<file path="config.mk">
export PLATFORM = sky130hd
export DESIGN_NAME = bmcf_ram
export DESIGN_NICKNAME = d
export VERILOG_FILES = /design/src/rtl/bmcf_ram.sv
export SDC_FILE = /design/constraint.sdc
export NUM_CORES = 1
export LEC_CHECK = 0
export BUFFER_PORTS_ARGS = -buffer_cell sky130_fd_sc_hd__clkbuf_2
export CORE_MARGIN = 2
export CORE_UTILIZATION = 62
export DETAILED_ROUTE_END_ITERATION = 8
export MAX_ROUTING_LAYER = met4
export PLACE_DENSITY = 0.91
export SLEW_MARGIN = 20
export SYNTH_ARGS = -nofsm -noshare
export SYNTH_HDL_FRONTEND = slang
export SYNTH_SLANG_ARGS = --single-unit
</file>
<file path="constraint.sdc">
create_clock -name clk -period 2.85 [get_ports clk]
set_input_delay 0.57 -clock clk [delete_from_list [all_inputs] [get_ports clk]]
set_output_delay 0.57 -clock clk [all_outputs]
set_load 0.1 [all_outputs]
</file>
<file path="src/rtl/bmcf_ram.sv">
// bmcf_ram: generic single write port, single read port ram with registered read
// no dependencies
module bmcf_ram #(
  parameter int WIDTH = 8,
  parameter int DEPTH = 64
) (
  input  logic                     clk,
  input  logic                     we,
  input  logic [$clog2(DEPTH)-1:0] waddr,
  input  logic [WIDTH-1:0]         wdata,
  input  logic [$clog2(DEPTH)-1:0] raddr,
  output logic [WIDTH-1:0]         rdata
);

  logic [WIDTH-1:0] mem_r [DEPTH];

  always_ff @(posedge clk) begin
    if (we) begin
      mem_r[waddr] <= wdata;
    end
    rdata <= mem_r[raddr];
  end

endmodule

</file>
==> flow_metrics.tcl <==
set metrics [dict create \
    crit_chain "clkbuf_8 > buf_4 > mux4_2 > nor2b_1 > a2111oi_0 > buf_4 > o41ai_1" \
    max_freq_ghz 0.395 \
    setup_viol 0 \
    required_ns 3.28 \
    critPathTopFamily "buffers and inverters" \
    cp.arrival_ns 2.97 \
    async_flop_share 0 \
    num_rows 66 \
    syn_inst 940 \
    yosysTopAreaCell "edfxtp_1" \
    overflow 0 \
    dp.cells 1474 \
    antenna_found_initial 0 \
    endpoint_kind "flop" \
    wl_um 48300 \
    grt_pass1_wl_um 71100 \
    drive_gt1_frac 0.313 \
    cts_inserted_buffers 49 \
    synth_edf_count 512 \
    postCtsHoldBufs 0 \
    fillers 1707 \
    synth.distinct_cells 40 \
    hold_class "in2reg" \
    ios 30 \
    coreArea_um2 32300 \
    synth_seq_area_share 0.770 \
    holdWs_ns 0.397 \
    layout.cells.non_filler 1565 \
    synth_seq_cells 520 \
    dr_total_vias 10623 \
    detail-route-antenna-nets 0 \
    min_period_over_period 0.888 \
    cts_resized 0 \
    tightest_slew_ns 0.892 \
    yosysMostFrequentCell "edfxtp_1" \
    worstSkewPairLatency_ns 0.57 \
    portBuffers 29 \
    worstSetupPathType "in2reg" \
    place_area_um2 21500 \
    setup_ws_ns 0.318 \
    critPathBufInv 3 \
    finClkSkew_ns 0.0236 \
    slew_headroom 0.405 \
    grt_busiest_layer "met2" \
    grt_max_degree 65 \
    register_area_um2 15500 \
    vdd_drop_max_uv 459 \
    p_leak_nw 7.48 \
    cap_violations 0 \
    drtPass1Iterations 6 \
    post_cts_buffers 0 \
    wire_per_inst_um 30.9 \
    use_met2 0.469 \
    place_congestion 0.886 \
    cp_common_cell "buf_4" \
    die_w_um 184 \
    drc 0 \
    drtIter0Drc 1860 \
    clock-sinks 520 \
    yosysTopAreaCellShare 0.762 \
    area_growth_pct 14.6 \
    die_area_um2 34000 \
    crit_path_start_kind "input port" \
    path_max_fanout 28 \
    finalHoldViolCount 0 \
    fin_crit_ns 2.53 \
    power_density_nw_per_um2 694 \
    hpwl_um 29600 \
    crit_path_max_incr_delay_ns 0.76 \
    grt_util_met1 0.410 \
    final_nets 1105 \
    multi_input_area_um2 4320 \
    antenna_cells 0 \
    syn_area_um2 20200 \
    final_area_um2 23100 \
    ys.flop_type "edfxtp_1" \
    syn_area_per_cell_um2 21.5 \
    dp_slack_ns -0.115 \
    htree_levels 2 \
    cts.clk_slew.worst_paths_ns 0.06 \
    clockBufferDepth 3 \
    gr-usage-all-layers 0.305 \
    cts_tree "built" \
    rsz0062_at_grt "no" \
    die_h_um 184 \
    globalRouteMet3Util 0.0607 \
    outcome "finished, final reports clean" \
    start_util 0.625 \
    yosysWarnings 0 \
    grt_pass1_vias 10798 \
    netlist_top_cells_count "edfxtp_1 (512), mux4_2 (126), nor2_1 (83), mux2i_1 (23), nand2_1 (19)" \
    synthTopCellsByArea "edfxtp_1 (76%), mux4_2 (14%), nor2_1 (1.5%)" \
    cp_slowest_cell "a2111oi_0" \
    clockRootBuffer "clkbuf_16" \
    drv_slew 0 \
    routed_via_density 6.79 \
    synthesis.nets 962 \
]
==> routing by layer <==
metal  part of all wire  vias up
met3               0.11      158
met1               0.36     5390
met2               0.49      861
met4              0.041        0
li1                   -     4214
met5                  0        -
==> layout by cell type (no fill, tap or decap), types with 8 or more instances in the layout <==
cell type	instances
buf_4	110
clkbuf_1	14
clkbuf_16	51
clkbuf_2	26
clkinv_1	10
dfxtp_1	8
edfxtp_1	512
mux2_2	13
mux2i_1	23
mux4_2	126
nand2_1	19
nand3_1	13
nor2_1	83
nor2b_1	14
o221ai_1	8
o22ai_1	8
==> metrics by stage <==
stage,total power [mW],setup TNS [ns],util
final,16.0,0,0.716
after global routing,16.4,0,0.716
after CTS,16.0,0,0.716
after detailed placement,9.57,-0.124,0.666
after global placement,9.53,-0.0342,0.666
after floorplan,9.20,0,-
==> registers in the layout (all words and copies together) (netlist names) <==
register and cells:
mem_r 512, rdata 8
==> cells by family (layout without fill, tap and decap cells) <==
group / after synthesis / in the layout / synth area share
flip-flops: 520 / 520 / 0.770
multiplexers: 162 / 162 / 0.159
AND/OR/NAND/NOR: 153 / 153 / 0.0339
AO/OA/AOI/OAI: 54 / 54 / 0.0207
buffers and inverters: 51 / 234 / 0.0157
==> where the power goes <==
| part | switching, mW | total, mW | internal [mW] |
|---|---|---|---|
| registers | 0.0300 | 8.49 | 8.46 |
| logic | 0.624 | 0.951 | 0.327 |
| clock network | 2.72 | 6.59 | 3.87 |
==> layout make-up <==
cell class | count | share of cell area
Sequential cell | 520 | 0.672
Multi-Input combinational cell | 369 | 0.187
Clock buffer | 67 | 0.0587
Timing Repair Buffer | 143 | 0.0472
Tap cell | 442 | 0.0239
Clock inverter | 24 | 0.0114
==> path summary, 6_finish.rpt <==
path                                        startpoint                      to  slack (ns)  cells past startpoint
worst max-delay path                          raddr[0]        rdata[5]$_DFF_P_        0.32                      7
worst max register to register   mem_r[3][5]$_DFFE_PP_        rdata[5]$_DFF_P_        0.64                      5
worst min register to register  mem_r[22][0]$_DFFE_PP_        rdata[0]$_DFF_P_        0.92                      4
worst min-delay path                          wdata[6]  mem_r[35][6]$_DFFE_PP_        0.40                      1
No activity file was read; power rests on OpenSTA's default activity.
