## config.mk

```make
export PLATFORM = sky130hd
export DESIGN_NAME = bmcf_div
export DESIGN_NICKNAME = d
export VERILOG_FILES = /design/src/rtl/bmcf_pkg.sv /design/src/rtl/bmcf_div.sv
export SDC_FILE = /design/constraint.sdc
export NUM_CORES = 1
export LEC_CHECK = 0
export BUFFER_PORTS_ARGS = -buffer_cell sky130_fd_sc_hd__buf_2
export CAP_MARGIN = 20
export CORE_ASPECT_RATIO = 0.75
export CORE_MARGIN = 1
export CORE_UTILIZATION = 55
export CTS_BUF_LIST = sky130_fd_sc_hd__clkbuf_2 sky130_fd_sc_hd__clkbuf_4 sky130_fd_sc_hd__clkbuf_8
export CTS_CLUSTER_DIAMETER = 80
export CTS_CLUSTER_SIZE = 24
export DETAILED_ROUTE_END_ITERATION = 8
export PLACE_DENSITY = 0.81
export SYNTH_ARGS = -nofsm -noshare
export SYNTH_HDL_FRONTEND = slang
export SYNTH_SLANG_ARGS = --single-unit
```

## constraint.sdc

```tcl
create_clock -name clk -period 2.31 [get_ports clk]
set_input_delay 0.1155 -clock clk [delete_from_list [all_inputs] [get_ports clk]]
set_output_delay 0.1155 -clock clk [all_outputs]
set_load 0.01 [all_outputs]
```

## src/rtl/bmcf_pkg.sv

```systemverilog
// bmcf_pkg: shared types, constants and arc helpers of the budgeted min cost flow unit
// no dependencies
package bmcf_pkg;

  localparam int CAP_W    = 20;
  localparam int PAID_W   = 10;
  localparam int FLOWW_W  = CAP_W + PAID_W;
  localparam int RES_W    = 31;
  localparam int TOTAL_W  = 26;
  localparam int DIST_W   = 8;
  localparam int HOPS_W   = 8;
  localparam int BUDGET_W = 10;
  localparam int NC_W     = 7;
  localparam int CFG_W    = 10;
  localparam int CFGI_W   = 1;

  localparam logic [RES_W-1:0]   UNLIMITED = RES_W'(32'h4000_0000);
  localparam logic [TOTAL_W-1:0] FLOW_MAX  = {TOTAL_W{1'b1}};

  localparam logic [CFGI_W-1:0] CFG_NODE_COUNT = 1'b0;
  localparam logic [CFGI_W-1:0] CFG_BUDGET     = 1'b1;

  typedef enum logic [1:0] {
    KIND_FREE_FWD = 2'd0,
    KIND_PAID_FWD = 2'd1,
    KIND_FREE_BWD = 2'd2,
    KIND_PAID_BWD = 2'd3
  } kind_t;

  typedef struct packed {
    logic                    start;
    logic [BUDGET_W-1:0]     dividend;
    logic [DIST_W-1:0]       divisor;
  } div_req_t;

  typedef struct packed {
    logic                    busy;
    logic                    done;
    logic [BUDGET_W-1:0]     quotient;
  } div_rsp_t;

  // residual capacity of one arc kind; flow words are {free, paid}
  function automatic logic [RES_W-1:0] residual(kind_t k, logic [CAP_W-1:0] cap,
                                                logic [FLOWW_W-1:0] fuv,
                                                logic [FLOWW_W-1:0] fvu);
    logic [RES_W-1:0] r;
    r = '0;
    case (k)
      KIND_FREE_FWD: r = (cap != '0) ? RES_W'(cap - fuv[FLOWW_W-1:PAID_W]) : '0;
      KIND_PAID_FWD: r = (cap != '0) ? (UNLIMITED - RES_W'(fuv[PAID_W-1:0])) : '0;
      KIND_FREE_BWD: r = RES_W'(fvu[FLOWW_W-1:PAID_W]);
      default:       r = RES_W'(fvu[PAID_W-1:0]);
    endcase
    return r;
  endfunction

  function automatic logic signed [DIST_W-1:0] kind_cost(kind_t k);
    logic signed [DIST_W-1:0] c;
    c = '0;
    case (k)
      KIND_PAID_FWD: c = DIST_W'(1);
      KIND_PAID_BWD: c = -DIST_W'(1);
      default:       c = '0;
    endcase
    return c;
  endfunction

endpackage

```

## src/rtl/bmcf_div.sv

```systemverilog
// bmcf_div: restoring divider, one quotient bit per cycle
// depends on bmcf_pkg
module bmcf_div
  import bmcf_pkg::*;
(
  input  logic     clk,
  input  logic     rst_n,
  input  div_req_t req,
  output div_rsp_t rsp
);

  localparam int CNT_W = $clog2(BUDGET_W + 1);

  logic [CNT_W-1:0]    cnt_r;
  logic                busy_r;
  logic                done_r;
  logic [BUDGET_W-1:0] quo_r;
  logic [DIST_W:0]     rem_r;
  logic [DIST_W-1:0]   dvs_r;
  logic [DIST_W:0]     trial;

  assign trial = {rem_r[DIST_W-1:0], quo_r[BUDGET_W-1]};

  always_ff @(posedge clk) begin
    if (!rst_n) begin
      busy_r <= 1'b0;
      done_r <= 1'b0;
      cnt_r  <= '0;
    end else begin
      done_r <= 1'b0;
      if (req.start) begin
        busy_r <= 1'b1;
        cnt_r  <= CNT_W'(BUDGET_W);
        quo_r  <= req.dividend;
        rem_r  <= '0;
        dvs_r  <= req.divisor;
      end else if (busy_r) begin
        if (trial >= {1'b0, dvs_r}) begin
          rem_r <= trial - {1'b0, dvs_r};
          quo_r <= {quo_r[BUDGET_W-2:0], 1'b1};
        end else begin
          rem_r <= trial;
          quo_r <= {quo_r[BUDGET_W-2:0], 1'b0};
        end
        cnt_r <= cnt_r - CNT_W'(1);
        if (cnt_r == CNT_W'(1)) begin
          busy_r <= 1'b0;
          done_r <= 1'b1;
        end
      end
    end
  end

  assign rsp.busy     = busy_r;
  assign rsp.done     = done_r;
  assign rsp.quotient = quo_r;

endmodule

```

==> out/qor.txt, run 1 <==
DP Worst Slack - 0.213 ns
Die Area - 3470 µm²
top-count cell post-synth - edfxtp_1
row cnt - 17
share of cells above drive strength 1 - 0.332
area of the core - 3020 µm²
Reg clk slew, reported paths - 0.06 ns
Final #Nets - 224
fin crit period - 2.13 ns
Clock Skew - 0.00363 ns
syn avg cell area - 11.9 µm²
Initial Util - 0.590
Post-Syn Nets - 182
CTS Root Cell - clkbuf_8
First-pass DRT Iterations - 4
GRT met1 Usage - 0.343
Max-Cap Viols - 0
Hold Path Class - in2reg
M2 GR Usage - 0.366
total CTS buffers - 5
EDFF count, synth - 26
Final Setup Violations - 0
clock sink count - 32
P&R area growth vs syn - 19.7%
Worst EP arrival - 2.26 ns
Pwr Total - 0.00152 W
status - finished, final reports clean
Final ANT Viol Nets - 0
asr flop ratio synth - 0
Synth Flop Type - edfxtp_1
crit end category - register
count of input and output buffers - 32
WL final - 3760 µm
flops & latches, synth - 32
Synth area leader - edfxtp_1
Critical Path RT - 2.44 ns
M3 GR Usage - 0.0938
max-slew violation count - 0
vias per cell - 5.71
Post-synth top cells - 26 x edfxtp_1, 14 x inv_1, 11 x a21oi_1
Post-CTS Setup Repair Bufs - 0
Post-CTS Resized - 0
RSZ-0062 raised after global routing - false
Slew headroom - 0.694
# diodes - 0
Die H - 51.3 µm
top-area cell type share of the netlist area - 0.438
post-DP HPWL - 2690 µm
clock buffer depth - 2
type of the worst setup path - reg2reg
final hold vios - 0
gr busiest metal - met2
first-pass GRT wire length - 6010 µm
hold_buf cts - 5
drt drc - 0
Overall Global Routing Usage - 0.252
Crit Path Max Fanout - 3
DR iter-0 viols - 88
CP Launch Type - register
largest net degree at the start of global routing - 25
Vias - 1,319
DR WL/cell - 16.3 µm
worst setup margin - 0.180 ns
grt ovf - 0
Leak - 0.873 nW
CTS tree - built
PwrDens - 713 nW/µm²
setup_tns - 0 ns
boundary pin count - 33
Netlist cell types - 47
global placer's final weighted congestion - 0.912
mapped cell area - 1780 µm²
Worst-Skew Late Latency - 0.28 ns
Slew @ Worst Pin - 0.460 ns
DIE WIDTH - 67.7 µm
# H-tree levels - 2
worst vdd ir - 0.000667 V
Yosys Warn Count - 0
Seq/Total Area, Yosys - 0.506
period utilization - 0.922
number of global-route vias before repair - 1,248
initial antenna violation count - 0
Post-Synthesis Cells - 150
largest cells by area after synthesis - edfxtp_1 44%, ha_1 7.0%, dfxtp_1 6.7%, mux2_2 6.3%, a21oi_1 3.1%
f_max - 469 MHz
cells in the final DEF (no fill, tap or decap), types with 3 or more instances in the layout:
master,instances
nand2_1,3
inv_1,14
mux2_2,10
dfxtp_1,6
nor2_1,4
ha_1,10
a21oi_1,11
buf_2,32
clkbuf_8,6
o21a_1,5
nor3_1,3
edfxtp_1,26
o21ai_0,7
buf_4,3
dlygate4sd3_1,5
nand3_1,7
routing by layer:
| metal | vias to the layer above | wire length (µm) |
|---|---|---|
| li1 | 646 | - |
| met1 | 608 | 1770 |
| met2 | 55 | 1670 |
| met3 | 10 | 254 |
| met4 | 0 | 61 |
| met5 | - | 0 |
per-stage QoR:
stage               utilization  hold WS (ns)  instances  cell area (µm²)
floorplan                     -         0.214        150             1780
global placement          0.657         0.291        218             1980
detailed placement        0.657         0.294        218             1980
CTS                       0.706      0.000907        231             2130
global route              0.706       0.00138        231             2130
finish                    0.706       0.00721        231             2130
logic make-up (layout without fill, tap and decap cells):
group,Yosys count,in the layout,synth area share
fa+ha+maj,11,11,0.0815
compound gates,42,42,0.181
mux,11,11,0.0688
buf+inv,19,62,0.0449
simple gates,31,31,0.0983
flops,32,32,0.506
xor+xnor,4,4,0.0197
worst paths after layout:
path	startpoint	endpoint	slack, ns	cells past startpoint
min reg2reg	quo_r[1]$_DFFE_PP_	quo_r[2]$_DFFE_PP_	0.57	1
min	req[6]	dvs_r[6]$_DFFE_PP_	0.007	1
max	quo_r[9]$_DFFE_PP_	rem_r[6]$_SDFFCE_PP0P_	0.18	8
max reg2reg	quo_r[9]$_DFFE_PP_	rem_r[6]$_SDFFCE_PP0P_	0.18	8
critical path, cell delays in order (launching register included):
cell and delay, ns:
edfxtp_1 0.36, inv_1 0.06, ha_1 0.22, fa_1 0.42
nor2b_1 0.19, o31a_1 0.18, mux2i_1 0.25, o22ai_1 0.13
a21oi_1 0.16
sequential cells by signal (all words and copies together), names as in the netlist:
register	flops
cnt_r	4
quo_r	10
done_r	1
rem_r	8
busy_r	1
dvs_r	8
layout make-up:
class | instances | area [µm²]
multi-input cells | 99 | 801
inverters | 14 | 52.6
clock buffers | 8 | 97.6
flip-flops and latches | 32 | 901
fillers | 224 | 888
well taps | 38 | 47.5
repair buffers | 40 | 233
where the power goes:
group | switching, W | internal [W] | total [W]
Clock | 0.000196 | 0.000266 | 0.000462
Combinational | 0.000193 | 0.000158 | 0.000351
Sequential | 0.0000270 | 0.000678 | 0.000706
Total | 0.000416 | 0.00110 | 0.00152
No activity file was read; power rests on OpenSTA's default activity.
==> inputs of run 2 (changes only) <==
--- a/config.mk
+++ b/config.mk
@@ -9,12 +9,12 @@
 export CAP_MARGIN = 20
 export CORE_ASPECT_RATIO = 0.75
 export CORE_MARGIN = 1
-export CORE_UTILIZATION = 55
+export CORE_UTILIZATION = 52
 export CTS_BUF_LIST = sky130_fd_sc_hd__clkbuf_2 sky130_fd_sc_hd__clkbuf_4 sky130_fd_sc_hd__clkbuf_8
 export CTS_CLUSTER_DIAMETER = 80
 export CTS_CLUSTER_SIZE = 24
 export DETAILED_ROUTE_END_ITERATION = 8
-export PLACE_DENSITY = 0.81
+export PLACE_DENSITY = 0.8
 export SYNTH_ARGS = -nofsm -noshare
 export SYNTH_HDL_FRONTEND = slang
 export SYNTH_SLANG_ARGS = --single-unit
==> constraint.sdc (replaced) <==
create_clock -name clk -period 1.95 [get_ports clk]
set_input_delay 0.0975 -clock clk [delete_from_list [all_inputs] [get_ports clk]]
set_output_delay 0.0975 -clock clk [all_outputs]
set_load 0.01 [all_outputs]
==> out/qor.txt, run 2 (synthesis gave the netlist of run 1 again) <==
Vias - 1,436
clock sink count - 32
Die Area - 3670 µm²
DR iter-0 viols - 112
CP Launch Type - register
Crit Path Max Fanout - 8
commonest non-fill, non-tap cells in the layout - 32 x buf_2, 26 x edfxtp_1, 18 x buf_4
area of the core - 3290 µm²
Top delay family on crit path - compound AO/OA/AOI/OAI gates
Leak - 0.963 nW
CTS Root Cell - clkbuf_8
vias per cell - 5.72
Max-Cap Viols - 0
DR WL/cell - 16.1 µm
Hold Crit Depth - 1
type of the worst setup path - reg2reg
max-slew violation count - 0
Worst-Skew Late Latency - 0.28 ns
worst setup margin - -0.0000688 ns
f_max - 513 MHz
grt ovf - 0
Reg clk slew, reported paths - 0.06 ns
number of global-route vias before repair - 1,320
Largest Register - quo_r
# diodes - 0
crit end category - register
Hold Path Class - in2reg
most common cell after layout, fill and taps aside - buf_2
failing checks - setup timing
first-pass GRT wire length - 6350 µm
Slowest-stage cell, CP - edfxtp_1
post-DP HPWL - 2800 µm
Layout Cells excl Fill - 251
flop2flop setup slack - -0.00007 ns
WL final - 4050 µm
global placer's final weighted congestion - 0.817
count of input and output buffers - 32
DP Worst Slack - -0.151 ns
share of cells above drive strength 1 - 0.455
setup_tns - -0.0000688 ns
fin crit period - 1.95 ns
worst vdd ir - 0.000715 V
PwrDens - 804 nW/µm²
status - finished with violations
design area - 2400 µm²
Final Setup Violations - 1
crit path cell chain - ha_4 -> nand3_1 -> o21ai_2 -> a211o_4 -> o211ai_1 -> a21oi_1
period utilization - 1.00
Largest stage delay, worst path - 0.47 ns
Slew @ Worst Pin - 0.447 ns
dpl cells - 229
Pwr Total - 0.00193 W
Clock Skew - 0.00422 ns
P&R area growth vs syn - 34.8%
boundary pin count - 33
Largest regs - quo_r x10, dvs_r x8, rem_r x8
First-pass DRT Iterations - 4
initial antenna violation count - 0
Worst EP arrival - 1.96 ns
# H-tree levels - 2
largest net degree at the start of global routing - 25
max reg flops - 10
Critical Path RT - 1.96 ns
Post-Place Cell Area - 2050 µm²
total CTS buffers - 5
row cnt - 18
CTS tree - built
drt drc - 0
path depth of the worst reg2reg path - 6
Crit path depth - 6
RSZ-0062 raised after global routing - true
Final #Nets - 242
Overall Global Routing Usage - 0.235
Die H - 52.7 µm
DIE WIDTH - 69.6 µm
Initial Util - 0.542
Buf+Inv Stages, Crit Path - 0
Final ANT Viol Nets - 0
Slew headroom - 0.702
clock buffer depth - 2
final hold vios - 0
-- run 2: cell count changes in the layout (fill, tap and decap cells not counted), moves of 2 or more --
| cell | delta |
|---|---|
| inv_1 | -2 |
| buf_4 | +15 |
| o21ai_1 | +2 |
| ha_2 | +2 |
| dlygate4sd3_1 | +2 |
| ha_4 | +6 |
| nor2b_1 | -2 |
| inv_2 | +2 |
| o21ai_0 | -3 |
| ha_1 | -8 |
-- run 2: cell type report --
cell class                 count  area (µm²)
multi-input combinational     99         925
tap                           40        50.0
sequential                    32         901
timing repair buffer          58         377
clock buffer                   8        97.6
fill                         243         886
inverter                      14        52.6
-- run 2: power breakdown --
part	total (W)	switching (W)	internal, W
clock network	0.000542	0.000227	0.000315
registers	0.000843	0.0000389	0.000804
logic	0.000546	0.000265	0.000281
total	0.00193	0.000530	0.00140
-- run 2: what timing repair did --
| action | in CTS | in global routing |
|---|---|---|
| buffers inserted | 3 | 4 |
| hold buffers | 7 | 0 |
| pin swaps | 5 | 12 |
| endpoints found under the hold margin | 7 | 0 |
| setup endpoints to repair | 9 | 9 |
| gates resized for setup | 14 | 12 |
-- run 2: path summary, 6_finish.rpt --
kind                          start                      to
max          rem_r[1]$_SDFFCE_PP0P_  rem_r[7]$_SDFFCE_PP0P_
min                          req[4]      dvs_r[4]$_DFFE_PP_
max reg2reg  rem_r[1]$_SDFFCE_PP0P_  rem_r[7]$_SDFFCE_PP0P_
min reg2reg   cnt_r[0]$_SDFFE_PP0P_   cnt_r[0]$_SDFFE_PP0P_
-- run 2: metal layers --
metal  vias to the layer above  global-route usage  share of wire
li1                        680                   -              -
met1                       699               0.320           0.48
met2                        49               0.364           0.45
met3                         8              0.0538          0.057
met4                         0              0.0952          0.019
met5                         -                   0              0
-- run 2: stage by stage --
stage | utilization | hold WS [ns]
finish | 0.731 | 0.00707
global placement | 0.625 | 0.274
global route | 0.731 | 0.00153
CTS | 0.712 | 0.00241
floorplan | - | 0.196
detailed placement | 0.625 | 0.276
